### src/rtl/tslf_pkg.sv
// Package for the two-sensor line follower: shared types, register indexes,
// drive state codes and the microsecond to millisecond conversion.
// No dependencies.
`timescale 1ns / 1ps

package tslf_pkg;

  // Default width of the microsecond timestamp.
  localparam int DEF_TIME_BITS = 48;

  // Elapsed time that is kept for the millisecond conversion. A longer time
  // always saturates, since 65535 ms fit in fewer than 2**26 us.
  localparam int ELA_W = 26;
  localparam logic [ELA_W-1:0] MS_SAT_US = ELA_W'(65536 * 1000);

  // Divide by 1000 as a multiply by ceil(2**36 / 1000) and a shift by 36.
  // This is exact for every value below 2**26.
  localparam int RECIP_W = 27;
  localparam int RECIP_SHIFT = 36;
  localparam logic [RECIP_W-1:0] MS_RECIP = RECIP_W'(68719477);

  localparam logic [9:0] US_PER_MS = 10'd1000;
  localparam logic [8:0] XING_SPD = 9'd120;

  // Configuration register indexes.
  localparam logic [2:0] CFG_CRUISE_SPD       = 3'd0;
  localparam logic [2:0] CFG_NUDGE_SPD        = 3'd1;
  localparam logic [2:0] CFG_INNER_TRIM       = 3'd2;
  localparam logic [2:0] CFG_PIVOT_SPD        = 3'd3;
  localparam logic [2:0] CFG_CREEP_SPD        = 3'd4;
  localparam logic [2:0] CFG_CORNER_AFTER_MS  = 3'd5;
  localparam logic [2:0] CFG_RECOVER_MS       = 3'd6;
  localparam logic [2:0] CFG_PIVOT_TIMEOUT_MS = 3'd7;

  // Drive state codes on the result channel.
  localparam logic [2:0] DS_FORWARD      = 3'd0;
  localparam logic [2:0] DS_NUDGE_LEFT   = 3'd1;
  localparam logic [2:0] DS_NUDGE_RIGHT  = 3'd2;
  localparam logic [2:0] DS_CORNER_LEFT  = 3'd3;
  localparam logic [2:0] DS_CORNER_RIGHT = 3'd4;
  localparam logic [2:0] DS_RECOVER      = 3'd5;
  localparam logic [2:0] DS_LOST         = 3'd6;
  localparam logic [2:0] DS_JUNCTION     = 3'd7;

  // Tape side as a two-bit signed value.
  localparam logic [1:0] SIDE_NONE  = 2'b00;
  localparam logic [1:0] SIDE_RIGHT = 2'b01;
  localparam logic [1:0] SIDE_LEFT  = 2'b11;

  // Reset values of the registers; timeouts are held in microseconds.
  localparam logic [7:0] RST_CRUISE_SPD = 8'd165;
  localparam logic [7:0] RST_NUDGE_SPD  = 8'd135;
  localparam logic [7:0] RST_INNER_TRIM = 8'd95;
  localparam logic [7:0] RST_PIVOT_SPD  = 8'd150;
  localparam logic [7:0] RST_CREEP_SPD  = 8'd120;
  localparam logic [ELA_W-1:0] RST_CORNER_US  = ELA_W'(120 * 1000);
  localparam logic [ELA_W-1:0] RST_RECOVER_US = ELA_W'(260 * 1000);
  localparam logic [ELA_W-1:0] RST_PIVOT_US   = ELA_W'(2500 * 1000);

  typedef enum logic [4:0] {
    PH_FORWARD = 5'b00001,
    PH_NUDGE   = 5'b00010,
    PH_CORNER  = 5'b00100,
    PH_RECOVER = 5'b01000,
    PH_LOST    = 5'b10000
  } phase_t;

  // Configuration as seen by the decision logic.
  typedef struct packed {
    logic [7:0]       cruise_spd;
    logic [7:0]       nudge_spd;
    logic [7:0]       inner_trim;
    logic [7:0]       pivot_spd;
    logic [7:0]       creep_spd;
    logic [ELA_W-1:0] corner_us;
    logic [ELA_W-1:0] recover_us;
    logic [ELA_W-1:0] pivot_us;
  } cfg_t;

  // Decision result before the millisecond conversion.
  typedef struct packed {
    logic [8:0]       left_spd;
    logic [8:0]       right_spd;
    logic [2:0]       drive_state;
    logic [1:0]       turn_dir;
    logic [ELA_W-1:0] black_us;
    logic             black_sat;
  } mid_t;

  // Black time in milliseconds from the elapsed microseconds.
  function automatic logic [15:0] ms_from_us(input logic [ELA_W-1:0] us,
                                             input logic sat);
    logic [ELA_W+RECIP_W-1:0] prod;
    prod = (ELA_W + RECIP_W)'(us) * (ELA_W + RECIP_W)'(MS_RECIP);
    return sat ? 16'hFFFF : prod[RECIP_SHIFT+15:RECIP_SHIFT];
  endfunction

endpackage

### src/rtl/tslf_ctrl.sv
// Follower decision logic: phase machine, tape side and the three start
// timestamps, plus the wheel speeds and codes of one sample.
// Depends on tslf_pkg.
`timescale 1ns / 1ps

module tslf_ctrl #(
  parameter int TIME_BITS = tslf_pkg::DEF_TIME_BITS
) (
  input  logic                 clk,
  input  logic                 rst_n,
  input  logic                 fire,
  input  logic                 op,
  input  logic                 sense_left,
  input  logic                 sense_right,
  input  logic [TIME_BITS-1:0] now_us,
  input  tslf_pkg::cfg_t       cfg,
  output tslf_pkg::mid_t       res
);
  import tslf_pkg::*;

  phase_t               phase_r, phase_nxt;
  logic [1:0]           side_r, side_nxt;
  logic [TIME_BITS-1:0] black_since_r, black_since_nxt;
  logic [TIME_BITS-1:0] pivot_start_r, pivot_start_nxt;
  logic [TIME_BITS-1:0] recover_start_r, recover_start_nxt;
  logic                 black_set;
  logic                 junction;
  logic [1:0]           black;
  logic [TIME_BITS-1:0] ela_black, ela_pivot, ela_recover;
  logic [TIME_BITS-1:0] corner_lim, recover_lim, pivot_lim;
  logic [8:0]           nudge_inner;
  logic                 black_en;

  // Time since a start mark; a start in the future counts as no time.
  function automatic logic [TIME_BITS-1:0] elapsed(input logic [TIME_BITS-1:0] now,
                                                   input logic [TIME_BITS-1:0] since);
    logic [TIME_BITS:0] diff;
    diff = {1'b0, now} - {1'b0, since};
    return diff[TIME_BITS] ? '0 : diff[TIME_BITS-1:0];
  endfunction

  assign junction = sense_left && sense_right;
  assign black    = sense_left ? SIDE_LEFT : (sense_right ? SIDE_RIGHT : SIDE_NONE);

  assign ela_black   = elapsed(now_us, black_since_r);
  assign ela_pivot   = elapsed(now_us, pivot_start_r);
  assign ela_recover = elapsed(now_us, recover_start_r);

  assign corner_lim  = TIME_BITS'(cfg.corner_us);
  assign recover_lim = TIME_BITS'(cfg.recover_us);
  assign pivot_lim   = TIME_BITS'(cfg.pivot_us);

  // Phase transitions on black-side changes and timeouts; a reset op or a junction clears all state to forward.
  always_comb begin
    phase_nxt         = phase_r;
    side_nxt          = side_r;
    black_since_nxt   = black_since_r;
    pivot_start_nxt   = pivot_start_r;
    recover_start_nxt = recover_start_r;
    black_set         = 1'b0;
    if (op || junction) begin
      phase_nxt         = PH_FORWARD;
      side_nxt          = SIDE_NONE;
      black_since_nxt   = '0;
      pivot_start_nxt   = '0;
      recover_start_nxt = '0;
    end else begin
      case (phase_r)
        PH_FORWARD: begin
          if (black != SIDE_NONE) begin
            phase_nxt       = PH_NUDGE;
            side_nxt        = black;
            black_since_nxt = now_us;
            black_set       = 1'b1;
          end
        end
        PH_NUDGE: begin
          if (black == SIDE_NONE) begin
            phase_nxt = PH_FORWARD;
            side_nxt  = SIDE_NONE;
          end else if (black != side_r) begin
            side_nxt        = black;
            black_since_nxt = now_us;
            black_set       = 1'b1;
          end else if (ela_black > corner_lim) begin
            phase_nxt       = PH_CORNER;
            pivot_start_nxt = now_us;
          end
        end
        PH_CORNER: begin
          if (black != SIDE_NONE && black != side_r) begin
            side_nxt        = black;
            pivot_start_nxt = now_us;
          end else if (black == SIDE_NONE) begin
            phase_nxt         = PH_RECOVER;
            recover_start_nxt = now_us;
          end else if (ela_pivot > pivot_lim) begin
            phase_nxt = PH_LOST;
          end
        end
        PH_RECOVER: begin
          if (black != SIDE_NONE) begin
            phase_nxt       = PH_CORNER;
            side_nxt        = black;
            pivot_start_nxt = now_us;
          end else if (ela_recover > recover_lim) begin
            phase_nxt = PH_FORWARD;
            side_nxt  = SIDE_NONE;
          end
        end
        default: begin
          // Lost stays until a reset op or a junction.
        end
      endcase
    end
  end

  // State registers advance once per processed beat.
  always_ff @(posedge clk) begin
    if (!rst_n) begin
      phase_r         <= PH_FORWARD;
      side_r          <= SIDE_NONE;
      black_since_r   <= '0;
      pivot_start_r   <= '0;
      recover_start_r <= '0;
    end else if (fire) begin
      phase_r         <= phase_nxt;
      side_r          <= side_nxt;
      black_since_r   <= black_since_nxt;
      pivot_start_r   <= pivot_start_nxt;
      recover_start_r <= recover_start_nxt;
    end
  end

  assign nudge_inner = {1'b0, cfg.nudge_spd} - {1'b0, cfg.inner_trim};

  // A freshly set black mark gives zero time, so the old mark's time is used
  // only when it was kept.
  assign black_en = (black != SIDE_NONE) && (black_since_r != '0) && !black_set;

  // Wheel speeds and codes from the new phase.
  always_comb begin
    res             = '0;
    res.black_us    = black_en ? ela_black[ELA_W-1:0] : '0;
    res.black_sat   = black_en && ((ela_black[TIME_BITS-1:ELA_W] != '0) ||
                                   (ela_black[ELA_W-1:0] >= MS_SAT_US));
    if (junction) begin
      res.left_spd    = XING_SPD;
      res.right_spd   = XING_SPD;
      res.drive_state = DS_JUNCTION;
      res.turn_dir    = SIDE_NONE;
      res.black_us    = '0;
      res.black_sat   = 1'b0;
    end else begin
      case (phase_nxt)
        PH_FORWARD: begin
          res.left_spd    = {1'b0, cfg.cruise_spd};
          res.right_spd   = {1'b0, cfg.cruise_spd};
          res.drive_state = DS_FORWARD;
        end
        PH_NUDGE: begin
          res.turn_dir = side_nxt;
          if (side_nxt == SIDE_LEFT) begin
            res.left_spd    = nudge_inner;
            res.right_spd   = {1'b0, cfg.nudge_spd};
            res.drive_state = DS_NUDGE_LEFT;
          end else begin
            res.left_spd    = {1'b0, cfg.nudge_spd};
            res.right_spd   = nudge_inner;
            res.drive_state = DS_NUDGE_RIGHT;
          end
        end
        PH_CORNER: begin
          res.turn_dir = side_nxt;
          if (side_nxt == SIDE_LEFT) begin
            res.left_spd    = 9'd0 - {1'b0, cfg.pivot_spd};
            res.right_spd   = {1'b0, cfg.pivot_spd};
            res.drive_state = DS_CORNER_LEFT;
          end else begin
            res.left_spd    = {1'b0, cfg.pivot_spd};
            res.right_spd   = 9'd0 - {1'b0, cfg.pivot_spd};
            res.drive_state = DS_CORNER_RIGHT;
          end
        end
        PH_RECOVER: begin
          res.left_spd    = {1'b0, cfg.creep_spd};
          res.right_spd   = {1'b0, cfg.creep_spd};
          res.drive_state = DS_RECOVER;
        end
        default: begin
          res.left_spd    = '0;
          res.right_spd   = '0;
          res.drive_state = DS_LOST;
        end
      endcase
    end
  end

endmodule

### src/rtl/two_sensor_line_follower_fsm_top.sv
// Top level of the two-sensor line follower: configuration registers, the
// three-stage beat pipeline and the millisecond conversion.
// Depends on tslf_pkg and tslf_ctrl.
`timescale 1ns / 1ps

// The follower takes one sensor beat per clock with no gap between beats
// while in_stall is low, and presents its drive result once the beat has
// passed the input register, the decision stage that updates the phase
// machine, and the output register that is loaded with the black time
// turned into milliseconds. A reset op clears the follower state in the
// decision stage and produces no result. Each stage holds its beat only
// while the stage after it is full and stalled, so bubbles are absorbed;
// while a finished result waits on out_stall, up to two more input beats
// are still taken before in_stall rises. Configuration is written on the
// plain write port and takes effect for every beat decided after the write.
module two_sensor_line_follower_fsm_top #(
  parameter int TIME_BITS = tslf_pkg::DEF_TIME_BITS
) (
  input  logic                 clk,
  input  logic                 rst_n,
  // Configuration write port
  input  logic                 cfg_we,
  input  logic [2:0]           cfg_index,
  input  logic [15:0]          cfg_data,
  // Sensor beats
  input  logic                 in_valid,
  output logic                 in_stall,
  input  logic                 in_op,
  input  logic                 in_sense_left,
  input  logic                 in_sense_right,
  input  logic [TIME_BITS-1:0] in_now_us,
  // Drive results
  output logic                 out_valid,
  input  logic                 out_stall,
  output logic signed [8:0]    out_left_spd,
  output logic signed [8:0]    out_right_spd,
  output logic [2:0]           out_drive_state,
  output logic signed [1:0]    out_turn_dir,
  output logic [15:0]          out_dark_ms
);
  import tslf_pkg::*;

  cfg_t                 cfg_r;
  logic [ELA_W-1:0]     cfg_us;

  logic                 s0_valid_r;
  logic                 s0_op_r, s0_left_r, s0_right_r;
  logic [TIME_BITS-1:0] s0_now_r;
  logic                 s1_valid_r;
  mid_t                 s1_r;
  mid_t                 mid;
  logic                 out_valid_r;
  logic [8:0]           out_left_r, out_right_r;
  logic [2:0]           out_state_r;
  logic [1:0]           out_dir_r;
  logic [15:0]          out_ms_r;

  logic                 s2_free, s1_free, s0_free, s0_fire;

  // Timeouts are stored in microseconds.
  assign cfg_us = ELA_W'(cfg_data) * ELA_W'(US_PER_MS);

  // Configuration registers.
  always_ff @(posedge clk) begin
    if (!rst_n) begin
      cfg_r.cruise_spd <= RST_CRUISE_SPD;
      cfg_r.nudge_spd  <= RST_NUDGE_SPD;
      cfg_r.inner_trim <= RST_INNER_TRIM;
      cfg_r.pivot_spd  <= RST_PIVOT_SPD;
      cfg_r.creep_spd  <= RST_CREEP_SPD;
      cfg_r.corner_us  <= RST_CORNER_US;
      cfg_r.recover_us <= RST_RECOVER_US;
      cfg_r.pivot_us   <= RST_PIVOT_US;
    end else if (cfg_we) begin
      case (cfg_index)
        CFG_CRUISE_SPD:       cfg_r.cruise_spd <= cfg_data[7:0];
        CFG_NUDGE_SPD:        cfg_r.nudge_spd  <= cfg_data[7:0];
        CFG_INNER_TRIM:       cfg_r.inner_trim <= cfg_data[7:0];
        CFG_PIVOT_SPD:        cfg_r.pivot_spd  <= cfg_data[7:0];
        CFG_CREEP_SPD:        cfg_r.creep_spd  <= cfg_data[7:0];
        CFG_CORNER_AFTER_MS:  cfg_r.corner_us  <= cfg_us;
        CFG_RECOVER_MS:       cfg_r.recover_us <= cfg_us;
        CFG_PIVOT_TIMEOUT_MS: cfg_r.pivot_us   <= cfg_us;
        default: begin
        end
      endcase
    end
  end

  // Pipeline flow: a stage moves on when the next one is empty or moving.
  assign s2_free  = !out_valid_r || !out_stall;
  assign s1_free  = !s1_valid_r || s2_free;
  assign s0_free  = !s0_valid_r || s1_free;
  assign s0_fire  = s0_valid_r && s1_free;
  assign in_stall = !s0_free;

  // Stage valid bits.
  always_ff @(posedge clk) begin
    if (!rst_n) begin
      s0_valid_r  <= 1'b0;
      s1_valid_r  <= 1'b0;
      out_valid_r <= 1'b0;
    end else begin
      if (s0_free) s0_valid_r <= in_valid;
      if (s1_free) s1_valid_r <= s0_valid_r && !s0_op_r;
      if (s2_free) out_valid_r <= s1_valid_r;
    end
  end

  // Input register.
  always_ff @(posedge clk) begin
    if (in_valid && s0_free) begin
      s0_op_r    <= in_op;
      s0_left_r  <= in_sense_left;
      s0_right_r <= in_sense_right;
      s0_now_r   <= in_now_us;
    end
  end

  // Decision stage.
  tslf_ctrl #(
    .TIME_BITS (TIME_BITS)
  ) u_ctrl (
    .clk         (clk),
    .rst_n       (rst_n),
    .fire        (s0_fire),
    .op          (s0_op_r),
    .sense_left  (s0_left_r),
    .sense_right (s0_right_r),
    .now_us      (s0_now_r),
    .cfg         (cfg_r),
    .res         (mid)
  );

  always_ff @(posedge clk) begin
    if (s0_fire) s1_r <= mid;
  end

  // Output register with the millisecond conversion.
  always_ff @(posedge clk) begin
    if (s1_valid_r && s2_free) begin
      out_left_r  <= s1_r.left_spd;
      out_right_r <= s1_r.right_spd;
      out_state_r <= s1_r.drive_state;
      out_dir_r   <= s1_r.turn_dir;
      out_ms_r    <= ms_from_us(s1_r.black_us, s1_r.black_sat);
    end
  end

  assign out_valid       = out_valid_r;
  assign out_left_spd    = out_left_r;
  assign out_right_spd   = out_right_r;
  assign out_drive_state = out_state_r;
  assign out_turn_dir    = out_dir_r;
  assign out_dark_ms     = out_ms_r;

endmodule

### config.mk
export PLATFORM = sky130hd
export DESIGN_NAME = two_sensor_line_follower_fsm_top
export DESIGN_NICKNAME = d
export VERILOG_FILES = /design/src/rtl/tslf_pkg.sv /design/src/rtl/tslf_ctrl.sv /design/src/rtl/two_sensor_line_follower_fsm_top.sv
export SDC_FILE = /design/constraint.sdc
export NUM_CORES = 2
export LEC_CHECK = 0
export ABC_AREA = 1
export BUFFER_PORTS_ARGS = -buffer_cell sky130_fd_sc_hd__buf_2
export CAP_MARGIN = 20
export CORE_MARGIN = 2
export CORE_UTILIZATION = 65
export CTS_CLUSTER_DIAMETER = 80
export DETAILED_ROUTE_END_ITERATION = 12
export HOLD_SLACK_MARGIN = 0.03
export PLACE_DENSITY = 0.83
export SYNTH_ARGS = -nofsm -noshare
export SYNTH_HDL_FRONTEND = slang
export SYNTH_SLANG_ARGS = --single-unit
### constraint.sdc
create_clock -name clk -period 8.7 [get_ports clk]
set_clock_uncertainty 0.15 [all_clocks]
set_input_delay 1.74 -clock clk [delete_from_list [all_inputs] [get_ports clk]]
set_output_delay 1.74 -clock clk [all_outputs]
set_load 0.02 [all_outputs]
### Word-level counts from Yosys, hierarchy flattened

Cells that the tools add are included.

| operators by class | value |
|---|---|
| add/sub/neg operators | 5 |
| muxes and demuxes | 47 |
| bitwise operators | 2 |
| reduce and logical (&&, ||, !) cells | 44 |
| equality and inequality tests | 25 |
| multipliers | 2 |
| magnitude comparators | 4 |

Operators with widths:

| operator | number |
|---|---|
| $mux W48 | 16 |
| $sub A48 B48 Y49 | 3 |
| $gt A48 B26 Y1 | 3 |
| $pmux W48 S3 | 1 |
| $pmux W48 S2 | 1 |
| $pmux W21 S4 | 1 |
| $mul A26 B27 Y52 const B | 1 |
| $mux W5 | 10 |
| $reduce_bool A48 Y1 | 1 |
| $mux W21 | 2 |
| $ge A26 B26 Y1 const B | 1 |
| $mul A16 B7 Y23 const B | 1 |
| $reduce_bool A22 Y1 | 1 |
| $pmux W5 S4 | 1 |
| $mux W2 | 8 |
| $reduce_and A2 Y1 | 8 |
| $ne A3 B1 Y1 const B | 5 |
| $eq A3 B3 Y1 const B | 4 |
| $eq A5 B1 Y1 const B | 2 |
| $eq A5 B2 Y1 const B | 2 |
| $eq A5 B3 Y1 const B | 2 |
| $eq A5 B4 Y1 const B | 2 |
| $logic_and A1 B1 Y1 | 9 |
| $sub A1 B8 Y9 const A | 1 |
| 22 further kinds | 43 |

| storage, ports and cells | value |
|---|---|
| output and inout bits | 41 |
| input port bits | 75 |
| bits in registers | 403 |

### Logic depth before layout (Yosys ltp)

| depth | value |
|---|---|
| depth in word-level cells | 12 |
| gate-level depth with buffers | 41 |
| depth with buffers taken out | 38 |

### By module

Synthesis repeated with hierarchy kept, for this count alone.

| unflattened totals | value |
|---|---|
| cell total of the unflattened synthesis | 6817 |
| area, all modules | 45835.2 um^2 |

By module, submodules not included:

| module | area an instance (um^2) | instances | cells an instance |
|---|---|---|---|
| tslf_ctrl | 22965.8 | 1 | 4301 |
| two_sensor_line_follower_fsm_top | 22869.4 | 1 | 2516 |

### Least setup slack after synthesis

Ideal clock, no wire load.

| path | value |
|---|---|
| path type | input-to-reg |
| from | input port cfg_data[0] |
| to | register cfg_r[50] (netlist bit) |
| required time | 8.434 ns |
| stages on the path | 24 |
| data arrival time | 6.161 ns |
| setup slack | 2.272 ns |
| library setup time | 0.116 ns |
| path buffers | 0 |
| cell sequence | fa_1 inv_1 fa_1 fa_1 inv_1 fa_1 ha_1 nand3_1 nand3_1 a21oi_1 o21ai_0 a21boi_0 o21ai_0 a21boi_0 o21ai_0 a21oi_1 o21bai_1 nand2_1 nand2_1 nand2_1 nand3_1 nand3_1 o211ai_1 inv_1 |

| between the ends | value |
|---|---|
| word-level cells in the longest chain between the ends | 1 |

RTL lines:

| element | line | text |
|---|---|---|
| start: declaration | two_sensor_line_follower_fsm_top.sv:24 | `input logic [15:0] cfg_data,` |
| $mul A16 B7 Y23 | two_sensor_line_follower_fsm_top.sv:61 | `assign cfg_us = ELA_W'(cfg_data) * ELA_W'(US_PER_MS);` |
| end: declaration | two_sensor_line_follower_fsm_top.sv:43 | `cfg_t cfg_r;` |

Every way passes these cells.
A chain may end at the register's enable or synchronous reset.

### Final worst setup path

| path | value |
|---|---|
| from | register s1_r[10] (netlist bit) |
| to | register out_ms_r[11] (netlist: out_dark_ms[11]) (data pin) |

| between the ends | value |
|---|---|
| word-level cells in the longest chain between the ends | 1 |

RTL lines:

| element | line | text |
|---|---|---|
| start: declaration | two_sensor_line_follower_fsm_top.sv:50 | `mid_t s1_r;` |
| start signal: assignment | two_sensor_line_follower_fsm_top.sv:136 | `if (s0_fire) s1_r <= mid;` |
| $mul A26 B27 Y52 | tslf_pkg.sv:94 | `prod = (ELA_W + RECIP_W)'(us) * (ELA_W + RECIP_W)'(MS_RECIP);` |
| end signal: assignment | two_sensor_line_follower_fsm_top.sv:146 | `out_ms_r <= ms_from_us(s1_r.black_us, s1_r.black_sat);` |
| end: declaration | two_sensor_line_follower_fsm_top.sv:56 | `logic [15:0] out_ms_r;` |

Every way passes these cells.

==> results.md <==
- Status: finished clean
- Final Slew Violations: 0
- Yosys top cell area share: 15.32%
- Hold Slack: 0.2676 ns
- CTS Buf Count: 47
- CTS clk-pin slew, worst paths: 0.06 ns
- Area of the multi-input gates: 28500 sq um
- Die area: 69960 sq um
- Die Ht: 264.5 um
- First-pass detailed-route iteration total: 6
- CTS H-Tree Depth: 2
- Initial antenna violation count: 0
- FMAX: 0.1403 GHz
- Number of global-route vias before repair: 39400
- Peak VDD IR: 0.6532 mV
- Initial cell density of the core: 65.68%
- TritonCTS clock tree: done
- Post-synthesis mux area share: 0%
- XOR/XNOR Fraction of Synth Area: 1.807%
- Layout area overhead: 6.856%
- Post-Route Setup TNS: 0 ns
- Largest cells by area after synthesis: ha_1 15%, nand2_1 14%, inv_1 13%
- RSZ-0062 raised after global routing: no
- Vias/cell: 5.525
- Mapped cell area: 44110 sq um
- Critical Path Source Type: flop
- Fraction of layout cells with a size suffix above 1: 4.806%
- Post-DP HPWL: 115.5 mm
- Yosys warning count: 0
- Worst Path Required: 8.95 ns
- Synth Area in Adders: 27.57%
- Critical path arrival: 7.37 ns
- Flops & latches, synth: 403
- Setup crit end kind: flop
- Number of distinct library cells after synthesis: 56
- Clock Sinks: 403
- Post-DRT Antenna Nets: 0
- Input/output buffers: 115
- Sequential area share after synthesis: 21.47%
- CTS max path bufs: 3
- Crit Path Class: flop to flop
- Cts hold-fix bufs: 0
- Pwr Density: 310.4 nW/um^2
- GP Congestion: 1.038
- Pin count of the biggest net entering global routing: 135
- Slew margin rel.: 30.05%
- Total Routing Usage GR: 39.74%
- Fill cells: 5763
- Crit-path max FO: 10
- FF/Latch Area: 9469 sq um
- Wirelength per Cell: 18.85 um
- Grt total ovfl: 0
- Diodes inserted: 0
- Final hold vios: 0
- Static Leakage: 25.68 nW
- Io pins: 116
- Synth Area in Simple Gates: 24.42%
- Worst hold path class: flop to flop
- Core ar.: 67160 sq um
- Worst slew pin tran: 1.045 ns
- DRT iter0 DRCs: 3743
- Total power: 14.63 mW
- Synthesized area per cell: 6.893 sq um
- Via count: 40810
- Post-cts resize count: 0
- DRC viols: 0
- Final wirelength: 139.3 mm
- Gate Count Post-Synth: 6399
- Die width: 264.5 um
- Largest family of logic cells by synthesized area: adder cells
- Setup Buffers After CTS: 0
- Final #Nets: 7359
- Min cycle time layout: 7.126 ns
- Mapped Nets: 7284
- Synth Area in Compound Gates: 10.72%
- Max Cap Violations: 0
- Final setup violating endpoints: 0
- Clock Latency Late Sink: 0.65 ns
- Clock root cell: clkbuf_16
- Fin crit share: 81.91%
- Synth area leader: ha_1
- Cell Rows: 95
- First-pass GRT wire length: 215.0 mm
-- layer usage --
| metal | up-vias | track usage [%] | routed length, um |
|---|---|---|---|
| li1 | 20070 | - | - |
| met3 | 467 | 4.320 | 9235 |
| met2 | 1621 | 66.00 | 63830 |
| met4 | 0 | 28.90 | 11750 |
| met1 | 18660 | 48.15 | 54440 |
| met5 | - | 0 | 0 |
-- sequential cells by signal, indices dropped and copies added, names as in the netlist --
signal                  count
out_drive_state             3
u_ctrl.phase_r              5
out_turn_dir                2
s0_left_r                   1
cfg_r                     109
s1_valid_r                  1
s1_r                       50
s0_valid_r                  1
u_ctrl.black_since_r       48
u_ctrl.side_r               2
out_right_spd               9
out_valid                   1
s0_op_r                     1
s0_right_r                  1
s0_now_r                   48
out_left_spd                9
out_dark_ms                16
u_ctrl.recover_start_r     48
u_ctrl.pivot_start_r       48
-- cells in the mapped netlist, drive strengths merged --
cell type  number
and2            8
edfxtp        140
nor3           49
buf            24
a21oi         440
xor2           66
fa            270
o31a            1
xnor2          25
a21boi          5
o21bai         23
o21ai         304
nand3b         28
or2            19
a21o           12
ha            540
a31o            2
a31oi           7
dfxtp         263
nor3b           1
o311ai          2
a41oi           1
o2111ai         1
nand2        1637
o211ai         55
o21a           10
o221ai          4
a221oi          2
a211oi          2
o31ai           2
inv          1515
a311oi          1
nor2          515
nor4           16
nand4          70
nand3         246
nor4b           2
and3            3
clkbuf         79
clkinv          9
-- final cells by class --
type                       instances  share of cell area (%)
clock inverter                    30                  0.8680
inverter                        1524                   12.14
multi-input combinational       4369                   60.46
timing repair buffer             129                   1.500
sequential                       403                   20.09
tap                              873                   2.317
clock buffer                      58                   2.625
-- cell families (layout without fill, tap and decap cells) --
kind of cell	count (synthesis)	count (layout)
AND/OR/NAND/NOR	2594	2594
flip-flops	403	403
AO/OA/AOI/OAI	874	874
XOR/XNOR	91	91
adder cells (fa/ha/maj)	810	810
buffers and inverters	1627	1741
-- stage by stage --
stage	instance area, sq um	instances	setup slack (ns)	util [%]
4_1_cts	47130	7386	1.659	70.18
3_5_place_dp	45490	7298	1.601	67.73
2_1_floorplan	44110	6399	2.272	-
6_report	47130	7386	1.574	70.18
3_3_place_gp	45460	7297	1.619	67.69
5_1_grt	47130	7386	1.152	70.18
-- worst max-delay path, cell delays in order, from the launching register on --
cell	delay, ns
edfxtp_1	0.71
inv_1	0.12
ha_1	0.32
inv_1	0.14
fa_1	0.47
fa_1	0.54
inv_1	0.05
fa_1	0.52
fa_1	0.44
fa_1	0.54
inv_1	0.06
fa_1	0.49
ha_1	0.34
a21oi_1	0.18
o21ai_0	0.11
a21oi_1	0.12
nand2_1	0.10
a21oi_1	0.20
nor2_1	0.06
o211ai_1	0.24
nand3_1	0.21
nand2_1	0.11
o211ai_1	0.18
a21o_1	0.22
a21oi_1	0.12
o21ai_0	0.10
-- layout by cell type (no fill, tap or decap), drive strengths merged, types with 2 or more instances in the layout --
cell         n
o21bai      23
nand2     1637
bufinv       6
o311ai       2
nor4        16
clkinv      22
clkbuf      58
and2         8
a31oi        7
nand4       70
nor4b        2
nor3        49
a21oi      440
nand3b      28
dfxtp      263
inv       1520
a31o         2
or2         19
xnor2       25
o21ai      304
a21boi       5
nand3      246
fa         270
buf        129
o31ai        2
o221ai       4
edfxtp     140
o211ai      55
a21o        12
ha         540
clkinvlp     6
a221oi       2
a211oi       2
nor2       515
and3         3
xor2        66
o21a        10
-- worst paths after layout --
path / start / end / slack [ns] / depth (start not counted)
worst max register to register: s1_r[10] / out_dark_ms[11] / 1.57 / 25
worst min register to register: s1_r[46] / out_left_spd[5] / 0.27 / 0
worst min-delay path: s1_r[46] / out_left_spd[5] / 0.27 / 0
worst max-delay path: s1_r[10] / out_dark_ms[11] / 1.57 / 25
-- report_power, final --
group,switching (mW),internal (mW),total [mW]
Clock,0.885,1.21,2.10
Combinational,6.54,3.79,10.3
Sequential,0.118,2.09,2.21
Total,7.54,7.09,14.6
(Power assumes the default switching activity.)
